**config.mk**
```make
export PLATFORM = sky130hd
export DESIGN_NAME = smt_ctrl
export DESIGN_NICKNAME = d
export VERILOG_FILES = /design/src/design/smt_pkg.sv /design/src/design/smt_ctrl.sv
export SDC_FILE = /design/constraint.sdc
export NUM_CORES = 1
export LEC_CHECK = 0
export BUFFER_PORTS_ARGS = -buffer_cell sky130_fd_sc_hd__buf_2
export CORE_AREA = 8 8 45 47
export DETAILED_ROUTE_END_ITERATION = 7
export DIE_AREA = 0 0 53 55
export GPL_ROUTABILITY_DRIVEN = 0
export PLACE_DENSITY = 0.36
export SLEW_MARGIN = 10
export SYNTH_ARGS = -nofsm -noshare
export SYNTH_HDL_FRONTEND = slang
export SYNTH_SLANG_ARGS = --single-unit
```
**constraint.sdc**
```tcl
create_clock -name i_clk -period 1.9 [get_ports i_clk]
set_clock_uncertainty 0.2 [all_clocks]
set_input_delay 0 -clock i_clk [delete_from_list [all_inputs] [get_ports i_clk]]
set_output_delay 0 -clock i_clk [all_outputs]
set_load 0.02 [all_outputs]
```
**src/design/smt_pkg.sv**
```systemverilog
// Package for the sorted multiset table: command codes, status codes, cursor places.
// Used by every module of the block.
`default_nettype none
package smt_pkg;
    localparam int CapacityDefault = 64;
    localparam logic [30:0] MaxCount = 31'h7FFF_FFFF;

    typedef enum logic [3:0] {
        CMD_INSERT = 4'd0, CMD_DELETE = 4'd1, CMD_COUNT = 4'd2, CMD_INDEX = 4'd3,
        CMD_AT = 4'd4, CMD_CRESET = 4'd5, CMD_CNEXT = 4'd6, CMD_CPREV = 4'd7,
        CMD_CGET = 4'd8
    } t_cmd;

    typedef enum logic [1:0] {
        ST_DONE = 2'd0, ST_FULL = 2'd1, ST_IGNORED = 2'd2
    } t_status;

    typedef enum logic [1:0] {
        PL_START = 2'd0, PL_ON = 2'd1, PL_END = 2'd2
    } t_place;

    typedef enum logic [2:0] {
        S_IDLE, S_SEARCH, S_UPDATE, S_REPORT, S_OUT
    } t_state;

    // Commands from the controller to the datapath.
    typedef struct packed {
        logic load;     // capture the input word
        logic search;   // compare all cells against the key
        logic update;   // apply insert, delete or cursor move
        logic report;   // search again for the reported element
        logic finish;   // form the result word
    } t_ctrl;
endpackage
`default_nettype wire

```
**src/design/smt_ctrl.sv**
```systemverilog
// Controller of the sorted multiset table: steps each word through search,
// update, report and output. Depends on smt_pkg.
`default_nettype none
module smt_ctrl
    import smt_pkg::*;
(
    input  wire logic  i_clk,
    input  wire logic  i_rst_n,
    input  wire logic  i_in_valid,
    output logic       o_in_stall,
    output logic       o_out_valid,
    input  wire logic  i_out_stall,
    output t_ctrl      o_ctrl
);
    t_state r_state, n_state;

    always_ff @(posedge i_clk) begin
        if (!i_rst_n) r_state <= S_IDLE;
        else r_state <= n_state;
    end

    always_comb begin
        n_state = r_state;
        case (r_state)
            S_IDLE:   if (i_in_valid) n_state = S_SEARCH;
            S_SEARCH: n_state = S_UPDATE;
            S_UPDATE: n_state = S_REPORT;
            S_REPORT: n_state = S_OUT;
            S_OUT: begin
                if (!i_out_stall) n_state = S_IDLE;
            end
            default:  n_state = S_IDLE;
        endcase
    end

    always_comb begin
        o_ctrl = '0;
        o_in_stall = 1'b1;
        o_out_valid = 1'b0;
        case (r_state)
            S_IDLE: begin
                o_in_stall = 1'b0;
                o_ctrl.load = i_in_valid;
            end
            S_SEARCH: o_ctrl.search = 1'b1;
            S_UPDATE: o_ctrl.update = 1'b1;
            S_REPORT: o_ctrl.report = 1'b1;
            S_OUT: begin
                o_out_valid = 1'b1;
                o_ctrl.finish = 1'b1;
            end
            default: o_in_stall = 1'b1;
        endcase
    end

    a_load_idle: assert property (@(posedge i_clk) disable iff (!i_rst_n)
        o_ctrl.load |=> r_state == S_SEARCH) else $error("load did not start search");
    a_out_hold: assert property (@(posedge i_clk) disable iff (!i_rst_n)
        (o_out_valid && i_out_stall) |=> o_out_valid) else $error("result dropped");
    a_no_accept_busy: assert property (@(posedge i_clk) disable iff (!i_rst_n)
        (r_state != S_IDLE) |-> o_in_stall) else $error("accept while busy");
endmodule
`default_nettype wire

```
# Word level (Yosys, flattened, before mapping)
# Cells that the tools add are included.
[classes] n_div=0 n_eq_ne=6 reduce_logical=2 n_bitwise=0 mux=9 order_cmp=0 multipliers=0 add_sub_neg=0 shift=0
[op_table] operator="3-bit case mux with 5 select lines" count=1
[op_table] operator="3-bit by 2-bit equality test with 1-bit output, second input constant" count=2
[op_table] operator="1-bit two-way mux" count=6
[op_table] operator="3-bit two-way mux" count=2
[op_table] operator="2-bit inequality test, second input constant" count=2
[op_table] operator="3-bit by 1-bit equality test with 1-bit output, second input constant" count=1
[op_table] operator="3-bit equality test, second input constant" count=1
[op_table] operator="3-bit zero test" count=1
[op_table] operator="2-bit AND reduction" count=1
[totals] memories=0 out_inout_bits=7 wordCells=18 ram_bits=0 register_bits=3 latch_bits=0 romBits=0 input_bits=4

# Logic depth before layout (Yosys ltp)
# Gate-level depths: netlist of the first run.
[logic_depth] word_depth=3 ltp_mapped=2 depth_no_buf=2

# Least setup slack after synthesis of the first run
# No wires, ideal clock.
[synth_path] kind="flip-flop to flip-flop" start="register r_state[1]" end="register r_state[2]" path_buffers=0 arrival_time_ps=943 setup_time_ps=61 stages_incl_launch_ff=3 t_required_ps=1639 path_slack_ps=696 synth_period_minus_slack_ps=1204 cell_sequence="dfxtp_1 > nor3b_2 > a22o_1"
[synth_via] elab_chain_len=3 word_cells_on_any_way=9 cone_classes="eq/ne (6); mux (1); reduce/logical (2)"
[synth_lines] element="start, declared" line="smt_ctrl.sv:15" source="t_state r_state, n_state;"
[synth_lines] element="start signal, assigned" line="smt_ctrl.sv:19" source="else r_state <= n_state;"
[synth_lines] element="3-bit equality test or 3-bit zero test (tied branches)" line="smt_ctrl.sv:24" source="case (r_state)"
[synth_lines] element="2-bit inequality test (no line)"
[synth_lines] element="2-bit AND reduction (no line)"
# Parallel ways exist; a longest one is shown, timed or not.
# A chain may end at the register's enable or synchronous reset.

# Worst setup path after layout of the first run
# Same ends and word-level chain as after synthesis.

==> results of run 1 <==
[logic make-up after synthesis]
family	count (synthesis)	synth area share (%)
AO/OA/AOI/OAI	1	4.97
AND/OR/NAND/NOR	11	45.4
XOR/XNOR	1	4.97
flip-flops	3	34.0
buffers and inverters	3	10.6
[power by group]
group / leakage, nW / switching, mW / internal [mW]
combinational: 0.105 / 0.0334 / 0.0303
clock: 0.0150 / 0.0314 / 0.0786
sequential: 0.0246 / 0.0103 / 0.0689
total: 0.145 / 0.0750 / 0.178
[area by class of cell]
class | instances | area [µm²]
fillers | 154 | 1100
multi-input cells | 13 | 97.6
clock buffers | 4 | 26.3
flip-flops and latches | 3 | 60.1
inverters | 1 | 3.75
repair buffers | 13 | 80.1
well taps | 16 | 20.0
[Yosys cell counts]
cell type / n / area share [%]
nor2_2: 1 / 3.5
inv_1: 1 / 2.1
nor2_1: 2 / 4.3
buf_4: 2 / 8.5
or3_4: 1 / 6.4
and3b_2: 1 / 5.7
nand2b_1: 1 / 3.5
nor3b_1: 2 / 8.5
xnor2_1: 1 / 5.0
nor3b_2: 1 / 7.1
a22o_1: 1 / 5.0
and2_1: 1 / 3.5
dfxtp_1: 3 / 34
nor3_1: 1 / 2.8
[worst min path at each step]
stage	from	to	slack, ns	cells past startpoint
detailed placement	i_rst_n	r_state[2]	0.05	2
finish	r_state[0]	r_state[0]	0.38	1
global placement	i_rst_n	r_state[2]	0.04	2
global route	r_state[0]	r_state[0]	0.42	1
floorplan	i_in_valid	o_ctrl[4]	-0.09	2
CTS	r_state[0]	r_state[0]	0.39	1
[through the flow]
step / hold WS (ns) / worst slack [ns] / total power [mW] / util (%)
2_1_floorplan: -0.0943 / 0.696 / 0.122 / -
3_3_place_gp: 0.0441 / 0.716 / 0.138 / 16.7
3_5_place_dp: 0.0503 / 0.687 / 0.141 / 16.7
4_1_cts: 0.388 / 0.194 / 0.259 / 20.8
5_1_grt: 0.417 / 0.130 / 0.271 / 20.8
6_report: 0.378 / 0.197 / 0.253 / 20.8
[repair_timing]
item,CTS,global route
endpoints found under the hold margin,3,0
hold buffers,3,0
setup buffers,0,0
setup endpoints to repair,0,0
[worst max-delay path: stages (launching register included)]
cell,delay (ns)
dfxtp_1,0.37
and3b_2,0.25
a22o_1,0.22
dlygate4sd3_1,0.54
[layer usage]
| layer | wire length [µm] | vias up | track usage, % | part of all wire, % |
|---|---|---|---|---|
| met5 | 0 | - | 0 | 0 |
| met4 | 0 | 0 | 0 | 0 |
| met3 | 93 | 0 | 4.81 | 20 |
| met2 | 128 | 14 | 3.13 | 28 |
| met1 | 237 | 72 | 4.09 | 52 |
| li1 | - | 91 | - | - |
==> results.ini, run 1 <==
[status]
status = completed

[synthesis]
ys_seq_area_share_pct = 34.0
syn_nets = 23
avgSynthCellArea_um2 = 9.29
synth_cells = 19
synth_warnings = 0
netlist-cell-type-count = 14
syn_area_um2 = 176
ys_ff_latch = 3

[floorplan]
num_io_pins = 11
start_util_pct = 12.7
dieWidth_um = 53
core-area_mm2 = 0.00138
dieArea_mm2 = 0.00292
die_y_um = 55
num_rows = 14

[grt]
antenna_found_initial = 0
gr-total-overflow = 0
grt_max_degree = 8
grt_pass1_vias = 162
gr-usage-all-layers_pct = 3.33
grt_first_pass_wirelength_um = 676

[detailed_routing]
vias = 177
drc = 0
routed_wl_um = 460
route.antenna.remaining_nets = 0
wire_per_inst_um = 9.20
vias_per_cell = 3.54
first_pass_iters = 1
first_iter_violations = 0

[worst_setup_path]
ff2ff_setup_slack_ns = 0.20
cp-endpoint = r_state[2]
critPathKind = flip-flop to flip-flop
reg2reg_from = r_state[1]
timing.rr.end = r_state[2]
critPathLaunch = r_state[1]
critPathLaunchType = flip-flop
crit_required_ns = 1.81
endpoint_kind = flip-flop
rr_worst_depth = 3
cp_max_fo = 7
arrival_ns = 1.61

[timing]
fmax_mhz = 587
tightestPinTransition_ns = 0.260
setup_viol = 0
slew_headroom_pct = 82.6
hold_violations = 0
period_needed_ns = 1.70
finalCritPeriodShare_pct = 89.6
rsz0062_at_grt = no
report.final.slew_viol_count = 0
fin_tns_setup_ns = 0

[place]
io_buffers = 10
dpl.cell_count = 43
place_area_um2 = 231

[cells_and_area]
largest_reg_flops = 3
stdcell_count = 50
reg.largest.list = r_state x3
diodes = 0
final_nets = 39
area_growth_pct = 63.1
final_cell_mix = 10 x buf_2, 3 x clkbuf_4, 3 x dlygate4sd3_1, 3 x dfxtp_1
design_area_um2 = 288
drive_gt1_share_pct = 50.0
layout_commonest_cell = buf_2
largest_register = r_state

[clock_network]
clkLatencyLatePin_ns = 0.23
tritoncts = done
cts_max_level = 1
cts_buffer_depth = 2
clk_pin_slew_ns = 0.04
cts_buffers = 3
clockRootBuffer = clkbuf_4
cts_resized = 0
clock_sinks = 3

[power]
p_leak_nw = 0.145
p_per_area_mw_per_mm2 = 878
vdd_drop_max_mv = 0.527

[hold_path]
hold_class = flip-flop to flip-flop

[flow_run]
drv_cap = 0

(Power assumes the default switching activity.)
==> run 2: changes to the inputs <==
Clock period 1.9 ns to 1.76 ns, I/O delays scaled along.
==> run 2 against run 1 <==
  * Sequential cell count did not move
  * Combinational power rose by 8.2%
  * Power rose by 7.9%
  * Global-route usage did not move
  * Largest cell class unchanged
  * Sequential share of layout area rose by 0.34 points
  * Non-clock buffer count did not move
  * Largest power group unchanged
  * First-iteration DRC count rose by 3
  * Clock-buffer cell count did not move
  * Hold slack got worse by 0.012 ns
==> results.ini, run 2 (synthesis gave the netlist of run 1 again) <==
[cells_and_area]
largest_register = r_state
largest_reg_flops = 3  ; unchanged
drive_gt1_share_pct = 52.9  ; +2.9 points
diodes = 0  ; unchanged
final_core_util_pct = 20.9  ; +0.090 points
area_growth_pct = 63.8
reg.largest.list = r_state x3
final_cell_mix = 10 x buf_2, 3 x clkbuf_4, 3 x dlygate4sd3_1
nFillCells = 153  ; -0.65%
layout_commonest_cell = buf_2
final_nets = 39  ; unchanged

[grt]
antenna_found_initial = 0  ; unchanged
grt_first_pass_wirelength_um = 676  ; unchanged
gr-total-overflow = 0  ; unchanged
grt_pass1_vias = 162  ; unchanged
gr-usage-all-layers_pct = 3.33  ; unchanged
grt_max_degree = 8  ; unchanged

[clock_network]
clkLatencyLatePin_ns = 0.23  ; about the same
post-cts-setup-buffers = 0  ; unchanged
cts_buffer_depth = 2  ; unchanged
tritoncts = done
clock_sinks = 3  ; unchanged
clk_pin_slew_ns = 0.04  ; about the same
cts_max_level = 1  ; unchanged
clockRootBuffer = clkbuf_4
cts_buffers = 3  ; unchanged

[detailed_routing]
first_pass_iters = 2  ; +1
wire_per_inst_um = 9.30  ; +1.1%
route.antenna.remaining_nets = 0  ; unchanged
routed_wl_um = 465  ; +1.1%
drc = 0  ; unchanged
first_iter_violations = 3  ; +3
vias_per_cell = 3.52  ; -0.56%
vias = 176  ; -0.56%

[timing]
setup_viol = 0  ; unchanged
finalCritPeriodShare_pct = 97.2  ; +7.5 points
worst_slack_ns = 0.0501  ; -0.147 ns
rsz0062_at_grt = no
slew_headroom_pct = 82.5  ; -0.15 points
hold_violations = 0  ; unchanged
fmax_mhz = 585  ; -0.41%
report.final.slew_viol_count = 0  ; unchanged
period_needed_ns = 1.71  ; +0.00693 ns
tightestPinTransition_ns = 0.263  ; +0.00224 ns
fin_tns_setup_ns = 0  ; unchanged

[worst_setup_path]
critical-path-top-delay-family = buffers and inverters
timing.rr.end = r_state[2]
critPathLaunchType = flip-flop
endpoint_kind = flip-flop
cp_num_buf_inv = 1  ; unchanged
cp_slowest_stage_delay_ns = 0.54  ; about the same
cp_max_fo = 7  ; unchanged
crit_required_ns = 1.67  ; -0.14 ns
cp_cell_sequence = and3b_2, a22o_1, dlygate4sd3_1
crit_slowest_cell = dlygate4sd3_1
arrival_ns = 1.62  ; about the same
rr_worst_depth = 3  ; unchanged
critPathKind = flip-flop to flip-flop
ff2ff_setup_slack_ns = 0.05  ; -0.15 ns
reg2reg_from = r_state[1]

[floorplan]
num_io_pins = 11  ; unchanged
dieWidth_um = 53  ; unchanged
core-area_mm2 = 0.00138  ; unchanged
dieArea_mm2 = 0.00292  ; unchanged
die_y_um = 55  ; unchanged
start_util_pct = 12.7  ; unchanged
num_rows = 14  ; unchanged

[power]
p_per_area_mw_per_mm2 = 943  ; +7.4%
p_leak_nw = 0.145  ; +0.35%
vdd_drop_max_mv = 0.567  ; +7.6%

[place]
dp_slack_ns = 0.547  ; -0.140 ns
io_buffers = 10  ; unchanged

[flow_run]
drv_cap = 0  ; unchanged

[hold_path]
min_path_cells = 2  ; +1
min_to = r_state[0]
hp-start = r_state[2]
hold_class = flip-flop to flip-flop

[status]
status = completed

==> run 2: repair_timing <==
action	CTS	global route
resized for setup	0	1
hold buffers	3	0
setup endpoints to repair	0	1
endpoints found under the hold margin	3	0
==> run 2: through the flow <==
stage               cells  total power [mW]  cell area, µm²  hold slack (ns)
floorplan              19             0.131             176          -0.0943
global placement       43             0.149             231           0.0441
detailed placement     43             0.152             231           0.0503
CTS                    50             0.279             288            0.388
global route           50             0.293             289            0.414
finish                 50             0.273             289            0.366
==> run 2: layout make-up <==
type / instances / area [µm²] / share of cell area (%)
sequential: 3 / 61.3 / 21.2
multi-input combinational: 13 / 97.6 / 33.8
clock buffer: 4 / 26.3 / 9.09
inverter: 1 / 3.75 / 1.30
timing repair buffer: 13 / 80.1 / 27.7
tap: 16 / 20.0 / 6.93
==> run 2: worst min-delay path: cells and delay by family (launching register included) <==
family        cells  cell delay [ns]
simple gates      2             0.17
flops             1             0.35
==> run 2: how the worst max path moves through the flow <==
stage / from / endpoint / slack (ns) / depth (start not counted)
2_1_floorplan: r_state[1] / r_state[2] / 0.56 / 2
3_3_place_gp: r_state[1] / o_ctrl[4] / 0.58 / 3
3_5_place_dp: r_state[1] / o_ctrl[4] / 0.55 / 3
4_1_cts: r_state[2] / r_state[2] / 0.05 / 3
5_1_grt: r_state[1] / r_state[2] / 0.009 / 3
6_report: r_state[1] / r_state[2] / 0.05 / 3
==> run 2: where the power goes <==
| part | switching, mW | total (mW) | internal, mW |
|---|---|---|---|
| clock network | 0.0334 | 0.118 | 0.0848 |
| registers | 0.0112 | 0.0857 | 0.0745 |
| logic | 0.0361 | 0.0688 | 0.0327 |
==> run 2: per-layer routing <==
| metal | vias up | track usage [%] | share of wire (%) |
|---|---|---|---|
| met2 | 13 | 3.13 | 27 |
| met1 | 72 | 4.09 | 54 |
| met4 | 0 | 0 | 0 |
| met3 | 0 | 4.81 | 18 |
| li1 | 91 | - | - |
| met5 | - | 0 | 0 |
==> run 3: changes to the inputs <==
Settings changed: GPL_TIMING_DRIVEN set to 0.
==> run 3 against run 2 <==
  * Non-clock buffer count is 2 higher
  * Clock power is 4% higher
  * Hold slack worse by 0.0077 ns
  * Cell count is 4.0% higher
  * Critical endpoint unchanged
  * Wire length is 9.0% higher
  * Worst setup slack better by 0.029 ns
  * Via count is 7.4% higher
  * Register-to-register slack better by 0.03 ns
  * Power is 2.5% higher
  * Sequential power hardly changed
  * Cell area is 5.6% higher
  * Combinational power is 3% higher
  * Largest cell class unchanged
==> results.ini, run 3 (synthesis gave the netlist of run 1 again) <==
[worst_setup_path]
rr_worst_depth = 3  ; unchanged
critPathKind = flip-flop to flip-flop
endpoint_kind = flip-flop
timing.rr.end = r_state[2]
critPathLaunchType = flip-flop
reg2reg_from = r_state[0]
critPathLaunch = r_state[0]
cp-endpoint = r_state[2]
cp_slowest_stage_delay_ns = 0.55  ; about the same
crit_required_ns = 1.67  ; about the same
cp_max_fo = 7  ; unchanged
crit_slowest_cell = dlygate4sd3_1
cp_cell_sequence = and3b_2, a22o_1, dlygate4sd3_1
arrival_ns = 1.60  ; -0.02 ns
ff2ff_setup_slack_ns = 0.08  ; +0.03 ns

[power]
vdd_drop_max_mv = 0.512  ; -9.6%
p_leak_nw = 0.156  ; +7.7%
internal_power_mw = 0.195  ; +1.4%
p_per_area_mw_per_mm2 = 915  ; -3.0%
power_frac_seq_pct = 30.8  ; -0.6 points
pwr-share-clk_pct = 44.0  ; +0.7 points
swShare_pct = 30.3  ; +0.75 points
p_comb_share_pct = 25.3  ; about the same
power_mw = 0.279  ; +2.5%
switchingPower_mw = 0.0848  ; +5.1%

[floorplan]
num_rows = 14  ; unchanged
start_util_pct = 12.7  ; unchanged
core-area_mm2 = 0.00138  ; unchanged
die_y_um = 55  ; unchanged
dieArea_mm2 = 0.00292  ; unchanged
num_io_pins = 11  ; unchanged
dieWidth_um = 53  ; unchanged

[detailed_routing]
vias_per_cell = 3.63  ; +3.3%
wire_per_inst_um = 9.75  ; +4.8%
first_iter_violations = 0  ; -3
first_pass_iters = 1  ; -1
drc = 0  ; unchanged
route.antenna.remaining_nets = 0  ; unchanged
routed_wl_um = 507  ; +9.0%
vias = 189  ; +7.4%

[grt]
gr-total-overflow = 0  ; unchanged
grt_max_degree = 8  ; unchanged
antenna_found_initial = 0  ; unchanged
grt_pass1_vias = 216  ; +33%
gr-usage-all-layers_pct = 4.31  ; +0.98 points
grt_first_pass_wirelength_um = 910  ; +35%

[cells_and_area]
register_area_um2 = 62.6  ; +2.0%
final_core_util_pct = 22.1  ; +1.2 points
diodes = 0  ; unchanged
final_nets = 41  ; +5.1%
reg.largest.list = r_state x3
area_growth_pct = 73.0
stdcell_count = 52  ; +4.0%
largest_register = r_state
final_cell_mix = 10 x buf_2, 3 x clkbuf_4, 3 x dlygate4sd3_1
drive_gt1_share_pct = 58.3  ; +5.4 points
layout_commonest_cell = buf_2
largest_reg_flops = 3  ; unchanged
nFillCells = 151  ; -1.3%
multi_input_area_um2 = 97.6  ; unchanged

[timing]
finalCritPeriodShare_pct = 95.5  ; -1.7 points
fin_tns_setup_ns = 0  ; unchanged
fmax_mhz = 595  ; +1.7%
setup_viol = 0  ; unchanged
tightestPinTransition_ns = 0.245  ; -0.0171 ns
report.final.slew_viol_count = 0  ; unchanged
slew_headroom_pct = 83.6  ; +1.1 points
hold_violations = 0  ; unchanged
rsz0062_at_grt = no
period_needed_ns = 1.68  ; -0.0292 ns

[clock_network]
cts_max_level = 1  ; unchanged
clk_pin_slew_ns = 0.04  ; about the same
cts_buffer_depth = 2  ; unchanged
clock_sinks = 3  ; unchanged
cts_buffers = 3  ; unchanged
clkLatencyLatePin_ns = 0.23  ; about the same
clockRootBuffer = clkbuf_4
tritoncts = done

[status]
status = completed

[hold_path]
hold_class = flip-flop to flip-flop

[place]
io_buffers = 10  ; unchanged
dpl.cell_count = 45  ; +4.7%

[flow_run]
drv_cap = 0  ; unchanged

## run 3: cell types whose count changed in the layout (fill, tap and decap cells not counted)
| cell | before | now |
|---|---|---|
| dfxtp_1 | 2 | 1 |
| dfxtp_2 | 1 | 2 |
| buf_4 | 0 | 2 |
## run 3: power by group through the flow
stage          logic (mW)  registers [mW]  clock network, mW
6_report           0.0707          0.0859              0.123
4_1_cts            0.0720          0.0851              0.127
3_3_place_gp       0.0663          0.0856                  0
3_5_place_dp       0.0674          0.0862                  0
5_1_grt            0.0786          0.0884              0.135
2_1_floorplan      0.0475          0.0837                  0
## run 3: worst min-delay path by stage
stage	slack, ns	from	endpoint	depth (start not counted)
after floorplan	-0.09	i_in_valid	o_ctrl[4]	2
after global placement	0.05	i_rst_n	r_state[2]	2
after detailed placement	0.06	i_rst_n	r_state[2]	2
after CTS	0.38	r_state[0]	r_state[0]	1
after global routing	0.41	r_state[1]	r_state[0]	2
final	0.36	r_state[1]	r_state[0]	2
## run 3: area by class of cell
| class | instances | share of cell area [%] |
|---|---|---|
| inverter | 1 | 1.23 |
| buffer | 2 | 4.92 |
| timing repair buffer | 13 | 26.2 |
| multi-input combinational | 13 | 32.0 |
| clock buffer | 4 | 8.61 |
| tap | 16 | 6.56 |
| sequential | 3 | 20.5 |
## run 3: worst max-delay path, delay by kind of cell (launching register included)
| kind | cells | cell delay [ns] |
|---|---|---|
| and+or+nand+nor | 1 | 0.23 |
| buffers and inverters | 1 | 0.55 |
| DFF | 1 | 0.37 |
| AOI/OAI and AO/OA | 1 | 0.22 |
## run 3: per-layer routing
layer,global-route usage (%),wire (µm)
met5,0,0
met4,0,0
met3,5.35,87
met2,5.27,168
met1,4.86,251
## run 3: repair_timing
action | in CTS | in global routing
hold buffers | 3 | 0
setup buffers | 0 | 0
hold endpoints to repair | 3 | 0
setup endpoints to repair | 0 | 1
resized for setup | 0 | 2
## run 3: stage by stage
step | setup slack (ns) | cell area, µm² | hold slack (ns)
2_1_floorplan | 0.556 | 176 | -0.0943
3_3_place_gp | 0.568 | 246 | 0.0488
3_5_place_dp | 0.550 | 246 | 0.0558
4_1_cts | 0.0652 | 303 | 0.384
5_1_grt | 0.00695 | 305 | 0.405
6_report | 0.0793 | 305 | 0.358
